File: src/design/slra_pkg.sv
// Shared types, constants and the search step function of the sphere lens remap core.
// No dependencies; every design file but slra_checker imports this package.
package slra_pkg;

    localparam int LENS_SIZE = 128;
    localparam int LENS_R    = LENS_SIZE / 2;
    localparam int ADDR_W    = 24;
    localparam int K_BITS    = 6;
    localparam int N_STAGES  = 10;

    localparam logic [11:0] ORIGIN_X_RST = 12'd16;
    localparam logic [11:0] ORIGIN_Y_RST = 12'd16;
    localparam logic [12:0] STRIDE_RST   = 13'd340;
    localparam logic [9:0]  ZOOM_RST     = 10'd40;

    typedef enum logic [1:0] {
        REG_ORIGIN_X    = 2'd0,
        REG_ORIGIN_Y    = 2'd1,
        REG_LINE_STRIDE = 2'd2,
        REG_VIEW_DIST   = 2'd3
    } slra_reg_t;

    typedef struct packed {
        logic [11:0] origin_x;
        logic [11:0] origin_y;
        logic [12:0] line_stride;
        logic [9:0]  view_dist;
    } slra_cfg_t;

    typedef struct packed {
        logic [K_BITS-1:0]   am;
        logic [31:0]         tgt;
        logic [K_BITS-1:0]   acc;
        logic [2*K_BITS-1:0] acc2;
        logic                neg;
    } slra_lane_t;

    typedef struct packed {
        slra_lane_t        xl;
        slra_lane_t        yl;
        logic [20:0]       q;
        logic [ADDR_W-1:0] dest;
    } slra_item_t;

    function automatic slra_lane_t slra_step(slra_lane_t ln, logic [20:0] q, logic [2:0] sb);
        slra_lane_t          res;
        logic [K_BITS-1:0]   c;
        logic [2*K_BITS-1:0] c2;
        logic [32:0]         prod;
        res  = ln;
        c    = ln.acc | (K_BITS'(1) << sb);
        c2   = ln.acc2 + ({{K_BITS{1'b0}}, ln.acc} << (sb + 3'd1))
             + ((2*K_BITS)'(1) << {sb, 1'b0});
        prod = 33'({21'b0, c2} * {12'b0, q});
        if (prod < {1'b0, ln.tgt}) begin
            res.acc  = c;
            res.acc2 = c2;
        end
        return res;
    endfunction

endpackage

File: src/design/slra_search.sv
// One bit of the binary search for the shift magnitude, both axes side by side.
// Depends on slra_pkg.
module slra_search (
    input  logic                 aclk,
    input  logic                 aresetn,
    input  logic                 en,
    input  logic [2:0]           step_bit,
    input  logic                 in_valid,
    input  slra_pkg::slra_item_t in_item,
    output logic                 out_valid,
    output slra_pkg::slra_item_t out_item
);
    import slra_pkg::*;

    logic       vld_reg;
    slra_item_t item_reg;
    slra_item_t item_next;

    always_comb begin
        item_next    = in_item;
        item_next.xl = slra_step(in_item.xl, in_item.q, step_bit);
        item_next.yl = slra_step(in_item.yl, in_item.q, step_bit);
    end

    always_ff @(posedge aclk) begin
        if (!aresetn) begin
            vld_reg <= 1'b0;
        end else if (en) begin
            vld_reg <= in_valid;
        end
    end

    always_ff @(posedge aclk) begin
        if (en) item_reg <= item_next;
    end

    assign out_valid = vld_reg;
    assign out_item  = item_reg;

endmodule

File: config.mk
export PLATFORM = sky130hd
export DESIGN_NAME = slra_search
export DESIGN_NICKNAME = d
export VERILOG_FILES = /design/src/design/slra_pkg.sv /design/src/design/slra_search.sv
export SDC_FILE = /design/constraint.sdc
export NUM_CORES = 1
export LEC_CHECK = 0
export ABC_AREA = 1
export BUFFER_PORTS_ARGS = -buffer_cell sky130_fd_sc_hd__buf_2
export CAP_MARGIN = 15
export CORE_MARGIN = 5
export CORE_UTILIZATION = 30
export DETAILED_ROUTE_END_ITERATION = 8
export GPL_ROUTABILITY_DRIVEN = 0
export PLACE_DENSITY_LB_ADDON = 0.2
export SETUP_SLACK_MARGIN = 0.15
export SLEW_MARGIN = 30
export SYNTH_ARGS = -nofsm -noshare
export SYNTH_HDL_FRONTEND = slang
export SYNTH_SLANG_ARGS = --single-unit
File: constraint.sdc
create_clock -name aclk -period 21.9 [get_ports aclk]
set_clock_uncertainty 0.15 [all_clocks]
set_input_delay 1.095 -clock aclk [delete_from_list [all_inputs] [get_ports aclk]]
set_output_delay 1.095 -clock aclk [all_outputs]
set_load 0.01 [all_outputs]
==> results.cfg <==
[setup_path]
cpPeakStageDelay_ns = 0.67
critPathArrivalTime_ns = 12.27
critical_path.startpoint = step_bit[0]
critical_path_class = in -> reg
slowest_stage = nand2_1
r2r_start = out_valid
cp_common_cell = nand2_1
startpoint_type = input pin
end_kind = flip-flop
cp_data_required_time_ns = 21.98
path_max_fanout = 25

[floorplan]
row_count = 105
fp.dieArea_mm2 = 0.0878
start_util = 0.301
io_pins = 326
coreArea_mm2 = 0.0817
dieHeight_um = 296
die_x_um = 296

[global_routing]
grt_use_met3 = 0.0201
grt_antenna_before_repair = 3
met1_usage = 0.241
grt_max_degree = 63
grt_first_pass_wirelength_mm = 114
met2_usage = 0.273
grt_pass1_vias = 20100
top_usage_layer = met2
gr-total-overflow = 0
grt_usage = 0.166

[run_status]
status = finished clean

[sta]
timing.hold.ws_ns = 0.405
finalCritPeriodShare = 0.557
fin_crit_ns = 12.19
drv_slew = 0
timing.fmax_mhz = 82.0
max_slew.worst_pin.slew_ns = 0.909
finalSetupTns_ns = 0
layout_setup_ws_ns = 9.71
relSlewSlack = 0.392
rsz0062_at_grt = false
final-setup-viol-count = 0
final-hold-violation-count = 0

[worst_hold_path]
worstHoldStart = out_valid
min_path_type = reg -> reg

[final_layout]
n_antenna_cell = 0
seqCellArea_mm2 = 0.00479
layout-drive-gt1-share = 0.127
multiInputGateArea_mm2 = 0.0168
instances_no_fill = 4226
synthToLayoutAreaGrowth_pct = 13.0
nets = 3942
fillers = 8736

[clock_network]
cts_buffer_depth = 2
clock_latency_ns = 0.49
root_buffer = clkbuf_16
cts_buffers = 17
cts_hold_buffers = 0
post_cts_buffers = 0
htreeDepth = 4
cts_num_sinks = 160
cts_tree = built
cts.reportedPaths.clkPinSlew_ns = 0.07
cts_resized = 0

[drt]
first_pass_iters = 5
postRouteAntennaNets = 0
via_per_inst = 4.57
drcViolationCount = 0
wl_mm = 71.3
post_drt_wl_per_cell_um = 16.9
drtIter0Drc = 1173
vias = 19300

[yosys]
synth_flop_cell = edfxtp_1
synth_area_leader_cell = fa_1
synth_top_area_frac = 0.321
synth_edf_count = 159
ys_warn_count = 0
async_flop_share = 0
yosysSeqAreaShare = 0.195
synth_area_mm2 = 0.0246
synth-seq-cells = 160
yosys-top-cells-area = fa_1 (32%), edfxtp_1 (19%), ha_1 (12%)
yosysUniqueCellTypes = 51
syn_nets = 3686
syn_area_per_cell_um2 = 8.52
syn_inst = 2887

[place]
place_ws_ns = 9.30
dp_cells = 4194
port_buffers = 325
place_hpwl_mm = 58.3

[job]
maxCapViolCount = 0
-- cells in the mapped netlist (8+ instances only) --
master,n
o21ai_0,56
nand2_1,660
a21oi_1,101
nor3_1,11
inv_1,679
clkbuf_1,80
nand3_1,76
xor2_1,38
or2_2,12
clkinv_1,12
xnor2_1,21
a21o_1,14
edfxtp_1,159
nand4_1,10
inv_2,8
fa_1,394
nor2_1,230
ha_1,239
o21a_1,9
-- critical path: cells and delay by family --
family	cells	cell delay [ns]
fa+ha+maj	10	4.66
simple gates	18	3.13
buf+inv	9	1.55
compound gates	8	1.63
xor+xnor	1	0.16
-- sequential cells by signal, summed over array words and instances (netlist names) --
| register | cells |
|---|---|
| out_item | 159 |
| out_valid | 1 |
-- path summary, 6_finish.rpt --
check	end	cells after the start	slack (ns)
max	out_item[113]	46	9.71
min	out_valid	2	0.41
max reg2reg	out_valid	2	21.08
min reg2reg	out_valid	2	0.41
-- cells in the final DEF, fill, tap and decap left out, types with 16 or more instances in the layout --
master / instances
o21ai_0: 56
ha_1: 239
xnor2_1: 21
clkbuf_16: 17
a21oi_1: 101
edfxtp_1: 159
fa_1: 393
xor2_1: 38
nor2_1: 230
clkinv_1: 16
nand3_1: 76
buf_2: 324
nand2_1: 660
inv_1: 678
-- metal layers --
layer	wire (um)	share of wire
met5	0	0
met4	746	0.010
met3	3280	0.046
met2	33600	0.47
met1	33700	0.47
-- metrics by stage --
stage / utilization / area (um^2)
after floorplan: - / 24600
after global placement: 0.333 / 27200
after detailed placement: 0.333 / 27200
after CTS: 0.340 / 27800
after global routing: 0.340 / 27800
final: 0.340 / 27800
-- logic make-up after synthesis --
family / synth area share
XOR/XNOR: 0.0210
flip-flops: 0.195
adder cells (fa/ha/maj): 0.442
buffers and inverters: 0.122
AO/OA/AOI/OAI: 0.0528
AND/OR/NAND/NOR: 0.166
multiplexers: 0.000814
-- area by class of cell --
class / instances / area share
clock buffer: 17 / 0.0153
clock inverter: 15 / 0.00482
inverter: 699 / 0.0945
multi-input combinational: 1936 / 0.605
sequential: 160 / 0.173
tap: 1070 / 0.0482
timing repair buffer: 329 / 0.0599
Power is left out: the tool's default activity adds up to more than one toggle a clock period on the data nets, which glitch-free logic cannot reach.
