$ cat src/design/slra_pkg.sv
// Shared types, constants and the search step function of the sphere lens remap core.
// No dependencies; every design file but slra_checker imports this package.
package slra_pkg;

    localparam int LENS_SIZE = 128;
    localparam int LENS_R    = LENS_SIZE / 2;
    localparam int ADDR_W    = 24;
    localparam int K_BITS    = 6;
    localparam int N_STAGES  = 10;

    localparam logic [11:0] ORIGIN_X_RST = 12'd16;
    localparam logic [11:0] ORIGIN_Y_RST = 12'd16;
    localparam logic [12:0] STRIDE_RST   = 13'd340;
    localparam logic [9:0]  ZOOM_RST     = 10'd40;

    typedef enum logic [1:0] {
        REG_ORIGIN_X    = 2'd0,
        REG_ORIGIN_Y    = 2'd1,
        REG_LINE_STRIDE = 2'd2,
        REG_VIEW_DIST   = 2'd3
    } slra_reg_t;

    typedef struct packed {
        logic [11:0] origin_x;
        logic [11:0] origin_y;
        logic [12:0] line_stride;
        logic [9:0]  view_dist;
    } slra_cfg_t;

    typedef struct packed {
        logic [K_BITS-1:0]   am;
        logic [31:0]         tgt;
        logic [K_BITS-1:0]   acc;
        logic [2*K_BITS-1:0] acc2;
        logic                neg;
    } slra_lane_t;

    typedef struct packed {
        slra_lane_t        xl;
        slra_lane_t        yl;
        logic [20:0]       q;
        logic [ADDR_W-1:0] dest;
    } slra_item_t;

    function automatic slra_lane_t slra_step(slra_lane_t ln, logic [20:0] q, logic [2:0] sb);
        slra_lane_t          res;
        logic [K_BITS-1:0]   c;
        logic [2*K_BITS-1:0] c2;
        logic [32:0]         prod;
        res  = ln;
        c    = ln.acc | (K_BITS'(1) << sb);
        c2   = ln.acc2 + ({{K_BITS{1'b0}}, ln.acc} << (sb + 3'd1))
             + ((2*K_BITS)'(1) << {sb, 1'b0});
        prod = 33'({21'b0, c2} * {12'b0, q});
        if (prod < {1'b0, ln.tgt}) begin
            res.acc  = c;
            res.acc2 = c2;
        end
        return res;
    endfunction

endpackage

$ cat src/design/slra_front.sv
// Front stages: quadrant offsets, circle test, destination address, radicand and targets.
// Depends on slra_pkg.
module slra_front (
    input  logic                aclk,
    input  logic                aresetn,
    input  logic [2:0]          en,
    input  logic                in_valid,
    input  logic [6:0]          lens_col,
    input  logic [6:0]          lens_row,
    input  slra_pkg::slra_cfg_t cfg,
    output logic [2:0]          vld,
    output slra_pkg::slra_item_t item
);
    import slra_pkg::*;

    logic [2:0]        vld_reg;
    logic [6:0]        ax_reg, ay_reg;
    logic              xneg_reg, yneg_reg, inside_reg;
    logic [ADDR_W-1:0] desta_reg;

    logic [5:0]        amx_reg, amy_reg;
    logic              xnegb_reg, ynegb_reg;
    logic [15:0]       adx_reg, ady_reg;
    logic [20:0]       q_reg;
    logic [ADDR_W-1:0] destb_reg;

    slra_item_t        item_reg;

    logic              xneg_next, yneg_next, inside_next;
    logic [6:0]        ax_next, ay_next;
    logic [14:0]       rsq;
    logic [12:0]       rowsum;
    logic [26:0]       daddr;
    logic [5:0]        amx_next, amy_next;
    logic [20:0]       q_next;

    always_comb begin
        xneg_next   = lens_col < 7'(LENS_R);
        yneg_next   = lens_row < 7'(LENS_R);
        ax_next     = xneg_next ? 7'(LENS_R) - lens_col : lens_col - 7'(LENS_R);
        ay_next     = yneg_next ? 7'(LENS_R) - lens_row : lens_row - 7'(LENS_R);
        rsq         = 15'({7'b0, ax_next} * {7'b0, ax_next})
                    + 15'({7'b0, ay_next} * {7'b0, ay_next});
        inside_next = rsq < 15'(LENS_R * LENS_R);
        rowsum      = {1'b0, cfg.origin_y} + {6'b0, lens_row};
        daddr       = 27'({13'b0, rowsum} * {13'b0, cfg.line_stride})
                    + {15'b0, cfg.origin_x} + {20'b0, lens_col};
        amx_next    = inside_reg ? ax_reg[5:0] : 6'd0;
        amy_next    = inside_reg ? ay_reg[5:0] : 6'd0;
        q_next      = 21'({10'b0, cfg.view_dist} * {10'b0, cfg.view_dist})
                    + 21'(LENS_R * LENS_R)
                    - 21'({6'b0, amx_next} * {6'b0, amx_next})
                    - 21'({6'b0, amy_next} * {6'b0, amy_next});
    end

    always_ff @(posedge aclk) begin
        if (!aresetn) begin
            vld_reg <= 3'b000;
        end else begin
            if (en[0]) vld_reg[0] <= in_valid;
            if (en[1]) vld_reg[1] <= vld_reg[0];
            if (en[2]) vld_reg[2] <= vld_reg[1];
        end
    end

    always_ff @(posedge aclk) begin
        if (en[0]) begin
            ax_reg     <= ax_next;
            ay_reg     <= ay_next;
            xneg_reg   <= xneg_next;
            yneg_reg   <= yneg_next;
            inside_reg <= inside_next;
            desta_reg  <= daddr[ADDR_W-1:0];
        end
        if (en[1]) begin
            amx_reg   <= amx_next;
            amy_reg   <= amy_next;
            xnegb_reg <= xneg_reg;
            ynegb_reg <= yneg_reg;
            adx_reg   <= 16'({10'b0, amx_next} * {6'b0, cfg.view_dist});
            ady_reg   <= 16'({10'b0, amy_next} * {6'b0, cfg.view_dist});
            q_reg     <= q_next;
            destb_reg <= desta_reg;
        end
        if (en[2]) begin
            item_reg.xl.am   <= amx_reg;
            item_reg.xl.tgt  <= 32'({16'b0, adx_reg} * {16'b0, adx_reg});
            item_reg.xl.acc  <= '0;
            item_reg.xl.acc2 <= '0;
            item_reg.xl.neg  <= xnegb_reg;
            item_reg.yl.am   <= amy_reg;
            item_reg.yl.tgt  <= 32'({16'b0, ady_reg} * {16'b0, ady_reg});
            item_reg.yl.acc  <= '0;
            item_reg.yl.acc2 <= '0;
            item_reg.yl.neg  <= ynegb_reg;
            item_reg.q       <= q_reg;
            item_reg.dest    <= destb_reg;
        end
    end

    assign vld  = vld_reg;
    assign item = item_reg;

endmodule

$ cat config.mk
export PLATFORM = sky130hd
export DESIGN_NAME = slra_front
export DESIGN_NICKNAME = d
export VERILOG_FILES = /design/src/design/slra_pkg.sv /design/src/design/slra_front.sv
export SDC_FILE = /design/constraint.sdc
export NUM_CORES = 2
export LEC_CHECK = 0
export ABC_AREA = 1
export BUFFER_PORTS_ARGS = -buffer_cell sky130_fd_sc_hd__buf_2
export CORE_UTILIZATION = 38
export DETAILED_ROUTE_END_ITERATION = 16
export PLACE_DENSITY = 0.62
export SLEW_MARGIN = 5
export SYNTH_ARGS = -nofsm -noshare
export SYNTH_HDL_FRONTEND = slang
export SYNTH_SLANG_ARGS = --single-unit
$ cat constraint.sdc
create_clock -name aclk -period 8.69 [get_ports aclk]
set_clock_uncertainty 0.05 [all_clocks]
set_input_delay 0.869 -clock aclk [delete_from_list [all_inputs] [get_ports aclk]]
set_output_delay 0.869 -clock aclk [all_outputs]
set_load 0.005 [all_outputs]
==> flow_metrics.tcl <==
set metrics [dict create \
    seq_area_frac_synth_pct 18.5 \
    drive_gt1_share_pct 5.76 \
    coreArea_um2 107000 \
    synth_top_area_share_pct 33.5 \
    dpl.hpwl_um 79200 \
    final.fill_count 10738 \
    initial_core_util_pct 38.4 \
    worst_path_most_repeated_cell "inv_1" \
    hold_viol 0 \
    ys_types 48 \
    num_vias 29099 \
    tightest_slew_ns 1.13 \
    maxSlewHeadroom_pct 24.4 \
    synthTopCellsByCount "1,309 x inv_1, 808 x nand2_1, 688 x fa_1" \
    ys.flop_type "edfxtp_1" \
    viasPerCell 4.69 \
    drtPass1Iterations 5 \
    syn_to_final_growth_pct 8.28 \
    netlist_area_um2 41100 \
    status "finished, final reports clean" \
    grt_pass1_vias 30517 \
    setup_viol 0 \
    synth.most_common_cell "inv_1" \
    crit_arrival_ns 7.35 \
    rows 120 \
    die_area_um2 110000 \
    die-width_um 331 \
    grt.overflow.total 0 \
    placed_cells 6138 \
    cap_violations 0 \
    critical_path_peak_fanout 8 \
    gp_congestion 0.906 \
    regArea_um2 7600 \
    clkTransAtPathRegs_ns 0.06 \
    largest_reg_flops 121 \
    synth_area_leaders "fa_1 33%, edfxtp_1 18%, ha_1 14%" \
    fmax_ghz 0.141 \
    fin_nets 6004 \
    cts_setup_buffers 0 \
    die_y_um 331 \
    io_pins 229 \
    hp-class "reg2reg" \
    cp_slowest_cell "fa_1" \
    grt_first_pass_wirelength_um 155000 \
    synth_enable_flop_cells 251 \
    dp_slack_ns 1.03 \
    synthArstFlopShare_pct 0 \
    period_share_pct 81.4 \
    clock-sinks 254 \
    drc 0 \
    avgSynthCellArea_um2 8.89 \
    tns_ns 0 \
    grt_start_max_net_pins 75 \
    htreeDepth 2 \
    post_cts_resized 0 \
    postRouteAntennaNets 0 \
    antenna_found_initial 2 \
    multi_input_area_um2 28100 \
    fin_ws_ns 1.61 \
    track_usage_pct 17.7 \
    root_buffer "clkbuf_16" \
    yosysWarnings 0 \
    cts.path.max_buffers 3 \
    cp.required_ns 8.96 \
    drt_iter0_markers 1497 \
    period_minus_slack_ns 7.08 \
    critPathCaptureType "flop" \
    rsz0062_at_grt "false" \
    drt_wl_total_um 93700 \
    ys_seq_elements 254 \
    yosysTopAreaCell "fa_1" \
    critPathKind "in2reg" \
    cp-start-kind "input port" \
    fin_cells 6198 \
    wl_per_cell_um 15.1 \
    synth_cells 4626 \
    hold_buffers 0 \
    portBuffers 190 \
    cts_tree "done" \
    clk_latency_ns 0.57 \
    cts-buffers-inserted 36 \
    critPathMaxStageDelay_ns 0.52 \
    finalMaxSlewViolations 0 \
]
## area by class of cell
| class | count | area share (%) |
|---|---|---|
| diodes | 1 | 0.00562 |
| clock buffers | 38 | 2.09 |
| inverters | 1320 | 11.1 |
| repair buffers | 193 | 2.21 |
| clock inverters | 21 | 0.450 |
| multi-input cells | 2968 | 63.1 |
| well taps | 1403 | 3.94 |
| flip-flops and latches | 254 | 17.1 |
## final timing paths
| check | startpoint | end | slack (ns) | cells past startpoint |
|---|---|---|---|---|
| worst max-delay path | lens_row[0] | desta_reg[20] | 1.61 | 31 |
| worst min-delay path | destb_reg[20] | item[20] | 0.35 | 0 |
| worst max register to register | inside_reg | q_reg[19] | 1.84 | 20 |
| worst min register to register | destb_reg[20] | item[20] | 0.35 | 0 |
## cell usage in the layout (no fill, tap or decap), types with 46 or more instances in the layout
master       n
xor2_1      97
o21ai_0     65
conb_1      46
fa_1       688
nor2_1     334
nand3_1    109
nand2_1    808
edfxtp_1   251
buf_2      188
ha_1       476
a21oi_1    145
inv_1     1309
## logic make-up (layout without fill, tap and decap cells)
kind of cell,Yosys count,in the layout,share of synthesized area [%]
other,2,47,0.0183
AOI/OAI and AO/OA,286,286,3.95
DFF,254,254,18.5
adders and majority gates,1164,1164,48.0
xor gates and xnor gates,135,135,2.94
and+or+nand+nor,1337,1337,13.1
buffers and inverters,1448,1572,13.6
## worst max-delay path: cells and delay by family
| kind | cells | cell delay [ns] |
|---|---|---|
| buffers and inverters | 10 | 0.90 |
| AO/OA/AOI/OAI | 3 | 0.74 |
| adder cells (fa/ha/maj) | 9 | 3.90 |
| XOR/XNOR | 1 | 0.22 |
| AND/OR/NAND/NOR | 8 | 0.72 |
## metal layers
layer	routed length [µm]	part of all wire (%)	track usage, %
met5	0	0	0
met4	1610	1.7	3.84
met1	42900	46	24.1
met2	44500	48	30.1
met3	4710	5.0	2.35
## per-stage QoR
| stage | hold slack (ns) | area (µm²) | utilization, % |
|---|---|---|---|
| 4_1_cts | 0.339 | 44500 | 41.5 |
| 6_report | 0.355 | 44500 | 41.5 |
| 2_1_floorplan | 0.350 | 41300 | - |
| 3_5_place_dp | 0.355 | 43400 | 40.5 |
| 5_1_grt | 0.360 | 44500 | 41.5 |
| 3_3_place_gp | 0.353 | 43400 | 40.5 |
Power is not shown: default switching activity piles up to over one toggle a cycle in this logic, so the estimate is an artifact.
