<file path="src/design/slra_pkg.sv">
// Shared types, constants and the search step function of the sphere lens remap core.
// No dependencies; every design file but slra_checker imports this package.
package slra_pkg;

    localparam int LENS_SIZE = 128;
    localparam int LENS_R    = LENS_SIZE / 2;
    localparam int ADDR_W    = 24;
    localparam int K_BITS    = 6;
    localparam int N_STAGES  = 10;

    localparam logic [11:0] ORIGIN_X_RST = 12'd16;
    localparam logic [11:0] ORIGIN_Y_RST = 12'd16;
    localparam logic [12:0] STRIDE_RST   = 13'd340;
    localparam logic [9:0]  ZOOM_RST     = 10'd40;

    typedef enum logic [1:0] {
        REG_ORIGIN_X    = 2'd0,
        REG_ORIGIN_Y    = 2'd1,
        REG_LINE_STRIDE = 2'd2,
        REG_VIEW_DIST   = 2'd3
    } slra_reg_t;

    typedef struct packed {
        logic [11:0] origin_x;
        logic [11:0] origin_y;
        logic [12:0] line_stride;
        logic [9:0]  view_dist;
    } slra_cfg_t;

    typedef struct packed {
        logic [K_BITS-1:0]   am;
        logic [31:0]         tgt;
        logic [K_BITS-1:0]   acc;
        logic [2*K_BITS-1:0] acc2;
        logic                neg;
    } slra_lane_t;

    typedef struct packed {
        slra_lane_t        xl;
        slra_lane_t        yl;
        logic [20:0]       q;
        logic [ADDR_W-1:0] dest;
    } slra_item_t;

    function automatic slra_lane_t slra_step(slra_lane_t ln, logic [20:0] q, logic [2:0] sb);
        slra_lane_t          res;
        logic [K_BITS-1:0]   c;
        logic [2*K_BITS-1:0] c2;
        logic [32:0]         prod;
        res  = ln;
        c    = ln.acc | (K_BITS'(1) << sb);
        c2   = ln.acc2 + ({{K_BITS{1'b0}}, ln.acc} << (sb + 3'd1))
             + ((2*K_BITS)'(1) << {sb, 1'b0});
        prod = 33'({21'b0, c2} * {12'b0, q});
        if (prod < {1'b0, ln.tgt}) begin
            res.acc  = c;
            res.acc2 = c2;
        end
        return res;
    endfunction

endpackage

</file>
<file path="src/design/slra_back.sv">
// Output stage: signed shifts, pixel offset, source address and the output register.
// Depends on slra_pkg.
module slra_back (
    input  logic                 aclk,
    input  logic                 aresetn,
    input  logic                 en,
    input  logic                 in_valid,
    input  slra_pkg::slra_item_t in_item,
    input  logic [12:0]          line_stride,
    output logic                 out_valid,
    output logic [23:0]          dest_address,
    output logic [23:0]          source_address,
    output logic signed [23:0]   pixel_offset
);
    import slra_pkg::*;

    logic                      vld_reg;
    logic [ADDR_W-1:0]         dest_reg, src_reg;
    logic signed [ADDR_W-1:0]  off_reg;

    logic [K_BITS-1:0]         kx, ky, mx, my;
    logic signed [K_BITS:0]    sx, sy;
    logic signed [21:0]        prod;
    logic signed [ADDR_W-1:0]  off_next;

    always_comb begin
        kx   = (in_item.xl.tgt != 32'd0) ? in_item.xl.acc + K_BITS'(1) : '0;
        ky   = (in_item.yl.tgt != 32'd0) ? in_item.yl.acc + K_BITS'(1) : '0;
        mx   = in_item.xl.am - kx;
        my   = in_item.yl.am - ky;
        sx   = in_item.xl.neg ? $signed({1'b0, mx}) : -$signed({1'b0, mx});
        sy   = in_item.yl.neg ? $signed({1'b0, my}) : -$signed({1'b0, my});
        prod = 22'(sy * $signed({1'b0, line_stride}));
        off_next = ADDR_W'(prod) + ADDR_W'(sx);
    end

    always_ff @(posedge aclk) begin
        if (!aresetn) begin
            vld_reg <= 1'b0;
        end else if (en) begin
            vld_reg <= in_valid;
        end
    end

    always_ff @(posedge aclk) begin
        if (en) begin
            dest_reg <= in_item.dest;
            off_reg  <= off_next;
            src_reg  <= in_item.dest + off_next;
        end
    end

    assign out_valid      = vld_reg;
    assign dest_address   = dest_reg;
    assign source_address = src_reg;
    assign pixel_offset   = off_reg;

endmodule

</file>
<file path="config.mk">
export PLATFORM = sky130hd
export DESIGN_NAME = slra_back
export DESIGN_NICKNAME = d
export VERILOG_FILES = /design/src/design/slra_pkg.sv /design/src/design/slra_back.sv
export SDC_FILE = /design/constraint.sdc
export NUM_CORES = 1
export LEC_CHECK = 0
export BUFFER_PORTS_ARGS = -buffer_cell sky130_fd_sc_hd__buf_2
export CAP_MARGIN = 10
export CELL_PAD_IN_SITES_DETAIL_PLACEMENT = 1
export CELL_PAD_IN_SITES_GLOBAL_PLACEMENT = 1
export CORE_MARGIN = 1
export CORE_UTILIZATION = 40
export DETAILED_ROUTE_END_ITERATION = 8
export PLACE_DENSITY = 0.8
export SLEW_MARGIN = 10
export SYNTH_ARGS = -nofsm -noshare
export SYNTH_HDL_FRONTEND = slang
export SYNTH_SLANG_ARGS = --single-unit
</file>
<file path="constraint.sdc">
create_clock -name aclk -period 13.51 [get_ports aclk]
set_input_delay 2.0265 -clock aclk [delete_from_list [all_inputs] [get_ports aclk]]
set_output_delay 2.0265 -clock aclk [all_outputs]
set_load 0.02 [all_outputs]
</file>
==> metrics, run 1 <==
status finished, final reports clean; Syn. warnings 0; Synth top area share a little over a quarter; share of layout cells above drive strength 1 23.7%; Hold EP out_valid; synthesized cell area just under 0.008 sq mm; Setup crit start kind input port; Wirelength per Cell approximately 15 um; vias per cell 4.99; Hold Crit Depth 2; post-synth net total roughly 1100; final hold vios 0; # Post-CTS Setup Buffers 0; Nets between 1000 and 1500; min-delay worst type flip-flop to flip-flop; Setup Skew 0 ns; global-route usage over all layers 18.7%; busiest layer in global routing met2; vias 6225; Resize count post-CTS 0; synth top area cells edfxtp_1 27%, fa_1 20%, ha_1 14%; met3 GRT Util under 10%; Site Rows 51; flops & latches, synth 71; CP Capture Type flip-flop; clk slew on worst S/H paths ~0.05 ns; Hold Startpoint out_valid; Initial Utilization 40.7%; fmax 92.4 MHz; headroom to the max-slew limit 26.0%; Placer Congestion approximately 0.84; H-tree depth 3; Final Cell Area around 0.0095 sq mm; Post-synth EDFFs 70; Synth Flop Type edfxtp_1; Worst Path Arrival 10.90 ns; CTS buffer count 9; vias in the first global route 6473; post-route setup TNS 0 ns; number of I/O port buffers approximately 200; GRT overflow 0; Max-cap violations 0; Finish-stage setup viols 0; Die W 142 um; first-pass GRT wire length 30200 um; CP required 13.58 ns; Unique masters post-synth 50; Slew @ Worst Pin between 1 and 1.5 ns; Die Footprint about 0.020 sq mm; total wire length 18800 um; Slew Viols, Final 0; M1 GR Usage 22.6%; placed cell areas 0.00921 sq mm; Worst-Skew Late Latency 0.32 ns; CP max stage cell xor2_1; dominant cell type by area after synthesis edfxtp_1; TritonCTS clock tree yes; Crit Reg-Reg Startpoint out_valid; WS Path Type input port to flip-flop; DRT iter0 DRCs 157; Root Driver clkbuf_16; Reg-to-Reg End out_valid; area grow syn2layout 20.8%; Synth async-reset ratio 0%; largest net degree at the start of global routing 72; flop2flop setup slack approximately 13 ns; clock tree buffer depth 2; Ports 249; initial antenna violation count 1; crit share post-route 80.1%; GR Util met2 34.5%; Antenna Violating Nets Remaining 0; core area a little under 0.02 sq mm; first drt pass iteration count 4; Chip Height ~140 um; post-layout min period between 10 and 15 ns; count leader, synth inv_1; Sink Count 71; mean post-synth cell area 10.2 sq um; sequential share of the synthesized area 26.9%; total DRC errors in the routed layout 0; hold buffers post-CTS 0; reg2reg path depth 2; RSZ-0062 raised after global routing no; top cells by instance count after synthesis 128 x inv_1, 89 x ha_1, 79 x fa_1; Crit path largest cell delay roughly 0.9 ns; HPWL Detailed 16000 um; Critical Path Fanout Max 13; cell count after synthesis 772
==> layer usage <==
layer / share of wire, % / up-vias
met5: 0 / -
met4: 1.1 / 0
met3: 4.6 / 16
met2: 52 / 161
met1: 43 / 3033
li1: - / 3015
==> cell type report <==
class / count / area (sq um)
timing repair buffer: 207 / 1050
sequential: 71 / 2120
antenna: 1 / 2.50
multi-input combinational: 560 / 5230
clock buffer: 11 / 243
tap: 265 / 332
inverter: 128 / 480
fill: 2328 / 9860
clock inverter: 5 / 81.3
==> registers in the layout (all words and copies together) (netlist names) <==
register        count
dest_address       24
out_valid           1
pixel_offset       22
source_address     24
==> cell families after synthesis <==
| family | after synthesis | synth area share (%) |
|---|---|---|
| AOI/OAI and AO/OA | 125 | 10.5 |
| and+or+nand+nor | 202 | 14.0 |
| adders and majority gates | 168 | 34.1 |
| xor gates and xnor gates | 61 | 7.12 |
| buffers and inverters | 141 | 6.83 |
| DFF | 71 | 26.9 |
| muxes | 4 | 0.523 |
==> metrics by stage <==
| step | setup WS, ns | hold WS, ns | util (%) | std cells |
|---|---|---|---|---|
| finish | 2.68 | 0.552 | 49.2 | 1248 |
| global route | 1.91 | 0.581 | 49.2 | 1248 |
| CTS | 2.61 | 0.569 | 49.2 | 1247 |
| detailed placement | 2.31 | 0.556 | 47.5 | 1231 |
| global placement | 2.55 | 0.499 | 47.5 | 1231 |
| floorplan | 3.55 | 0.589 | - | 772 |
==> cell usage in the layout, fill, tap and decap left out, drive strengths merged, types with 3 or more instances in the layout <==
cell and count:
mux2i 3, nor2b 32, nor4 17, buf 207, o22ai 3, fa 79
nor3 15, a21o 24, o21a 10, xnor2 39, edfxtp 70, o21bai 4
a31oi 7, nand2b 6, and3 8, ha 89, or3 6, a211oi 3
nand2 30, o21ai 20, nand3 9, inv 128, xor2 20, and2 44
nand4 9, a21oi 39, clkbuf 11, nor2 22
==> critical path, delay by kind of cell <==
family	cells	cell delay, ns
AO/OA/AOI/OAI	11	2.36
XOR/XNOR	4	1.61
adder cells (fa/ha/maj)	7	3.04
buffers and inverters	5	0.29
AND/OR/NAND/NOR	8	1.56
==> how the worst max path moves through the flow <==
stage          depth (start not counted)        start                  to
2_1_floorplan                         35  in_item[70]  source_address[23]
3_3_place_gp                          35  in_item[71]  source_address[20]
3_5_place_dp                          35  in_item[71]  source_address[23]
4_1_cts                               35  in_item[71]  source_address[23]
5_1_grt                               35  in_item[71]  source_address[23]
6_report                              35  in_item[71]  source_address[23]
Power of run 1 is not shown: default switching activity piles up to over one toggle a cycle in this logic, so the estimate is an artifact.
==> run 2, diff against run 1 <==
Settings changed: ABC_AREA set to 1, CORE_UTILIZATION 40 to 35, PLACE_DENSITY 0.8 to 0.76.
Clock period 13.51 ns to 9 ns, I/O delays scaled along.
==> run 2 against run 1 <==
Critical endpoint is now source_address[17]. Via count is 24% higher. First-iteration DRC count up 39%. Non-clock buffer count increased by 42. Count of clock-buffer cells in the layout down 2. Routed wire length rose by 31%. Global-route usage up 1.1 points. Setup slack got worse by 2.2 ns. Die area up 24%. Register-to-register slack worse by 4.5 ns.
==> metrics, run 2 <==
Placed Cells 1598; number of I/O port buffers 203; post-layout min period 8.56 ns; fin util between 40% and 50%; count leader, synth inv_1; mean post-synth cell area 8.21 sq um; Crit path largest cell delay 0.56 ns; Die W 158 um; first drt pass iteration count 4; HPWL Detailed 21300 um; Slew @ Worst Pin 0.882 ns; most frequent cells in the layout 204 x inv_1, 203 x buf_2, 163 x nand2_1; post-synth net total 1387; Chip Height 158 um; Placer Congestion 0.864; vias between 7000 and 8000; Ports 249; Die Footprint 0.0251 sq mm; commonest non-fill, non-tap cell in the layout inv_1; Setup crit start kind input port; sequential share of the synthesized area 24.8%; Max-cap violations 0; # diodes 0; Critical Path Fanout Max 6; Sink Count between 70 and 80; cell count after synthesis approximately 1000; headroom to the max-slew limit about 41%; compound-cell area share of the yosys netlist 6.37%; first-pass GRT wire length 38900 um; crit share post-route 95.1%; Worst-Skew Late Latency 0.33 ns; min-delay worst type flip-flop to flip-flop; TritonCTS clock tree yes; Layout Cells excl Fill 1617; Synth top area share 24.5%; RSZ-0062 raised after global routing yes; crit-path leading delay family adder cells; Unique masters post-synth 44; most used cell, CP inv_1; status finished, final reports clean; Nets about 1600; CP required 9.09 ns; Root Driver clkbuf_16; total wire length 24600 um; largest net degree at the start of global routing 73; core area 0.0238 sq mm; initial antenna violation count 0; CP Capture Type flip-flop; flops & latches, synth 71; Setup Skew 0 ns; synth top area cells edfxtp_1 25%, fa_1 18%, ha_1 13%; proportion of synthesized area in mux cells 0%; synthesized cell area 0.00857 sq mm; WP buf/inv 11; Syn. warnings 0; Antenna Violating Nets Remaining 0; WS Path Type input port to flip-flop; Wirelength per Cell 15.2 um; top cells by instance count after synthesis 205 x inv_1, 171 x nand2_1, 166 x nor2_1; post-route setup TNS 0 ns; xor/xnor share of the synthesized area 4.50%; CP max stage cell fa_1; Synth async-reset ratio 0%; simple-gate share of the synthesized area 23.1%; clock tree buffer depth 2; Initial Utilization 36.1%; vias in the first global route between 8000 and 9000; GR Util met2 37.9%; Finish-stage setup viols 0; share of layout cells above drive strength 1 ~28%; clk slew on worst S/H paths 0.06 ns; global-route usage over all layers 19.8%; busiest layer in global routing met2; fmax 117 MHz; dominant cell type by area after synthesis edfxtp_1; Worst Path Arrival 8.64 ns; M1 GR Usage a little under a quarter; Slew Viols, Final 0; Site Rows 56; area grow syn2layout 26.3%; Synth Flop Type edfxtp_1; CTS buffer count 9; Post-Synth Adder-Cell Area 31.5%; hold buffers post-CTS 0; DRT iter0 DRCs 218; vias per cell approximately 4.8; Post-synth EDFFs 70; total DRC errors in the routed layout 0; GRT overflow 0; met3 GRT Util 2.12%; largest family of logic cells by synthesized area adder cells; final hold vios 0; H-tree depth 3
run 2: cell types whose count changed after synthesis, moves of 9 or more:
cell / previous run / this run
nor2_1: 22 / 166
o21a_1: 10 / 1
xnor2_1: 39 / 16
nor2_2: 0 / 11
nand2_1: 30 / 171
inv_1: 128 / 205
a21o_1: 23 / 5
and2_1: 44 / 1
nor4_1: 17 / 1
nor2b_1: 32 / 0
nand3_1: 9 / 47
run 2: repair_timing:
action	4_1_cts	5_1_grt
gates resized for setup	1	61
buffers inserted	0	4
pin swaps	0	10
endpoints found under the setup margin	1	12
run 2: metrics by stage:
stage | worst slack [ns] | hold slack (ns) | instance area (sq um)
final | 0.442 | 0.537 | 10800
after global routing | -0.0806 | 0.576 | 10800
after CTS | 0.0604 | 0.546 | 10500
after detailed placement | -0.292 | 0.528 | 10200
after global placement | -0.0831 | 0.520 | 10200
after floorplan | 0.812 | 0.606 | 8570
run 2: worst paths after layout:
kind / start / slack [ns] / cells after the start / end
worst min-delay path: out_valid / 0.54 / 2 / out_valid
worst min register to register: out_valid / 0.54 / 2 / out_valid
worst max-delay path: in_item[90] / 0.44 / 42 / source_address[17]
worst max register to register: out_valid / 8.35 / 2 / out_valid
run 2: area by class of cell:
type / count / area (sq um)
clock buffers: 9 / 225
clock inverters: 6 / 62.6
fillers: 2947 / 12900
inverters: 206 / 773
multi-input cells: 757 / 5880
flip-flops and latches: 71 / 2120
well taps: 319 / 399
repair buffers: 249 / 1360
run 2: cells by family after synthesis:
group	after synthesis
and+or+nand+nor	449
buffers and inverters	215
adders and majority gates	168
AOI/OAI and AO/OA	96
DFF	71
xor gates and xnor gates	44
run 2: routing by layer:
metal	routed length (um)	vias to the layer above
li1	-	3790
met1	10400	3709
met2	12600	176
met3	897	23
met4	626	0
met5	0	-
run 2: worst reg2reg max path, stage by stage (launching register included):
cell,delay [ns]
dfxtp_1,0.30
o21ai_0,0.16
a21oi_1,0.05
Power of run 2 is left out for the same reason.
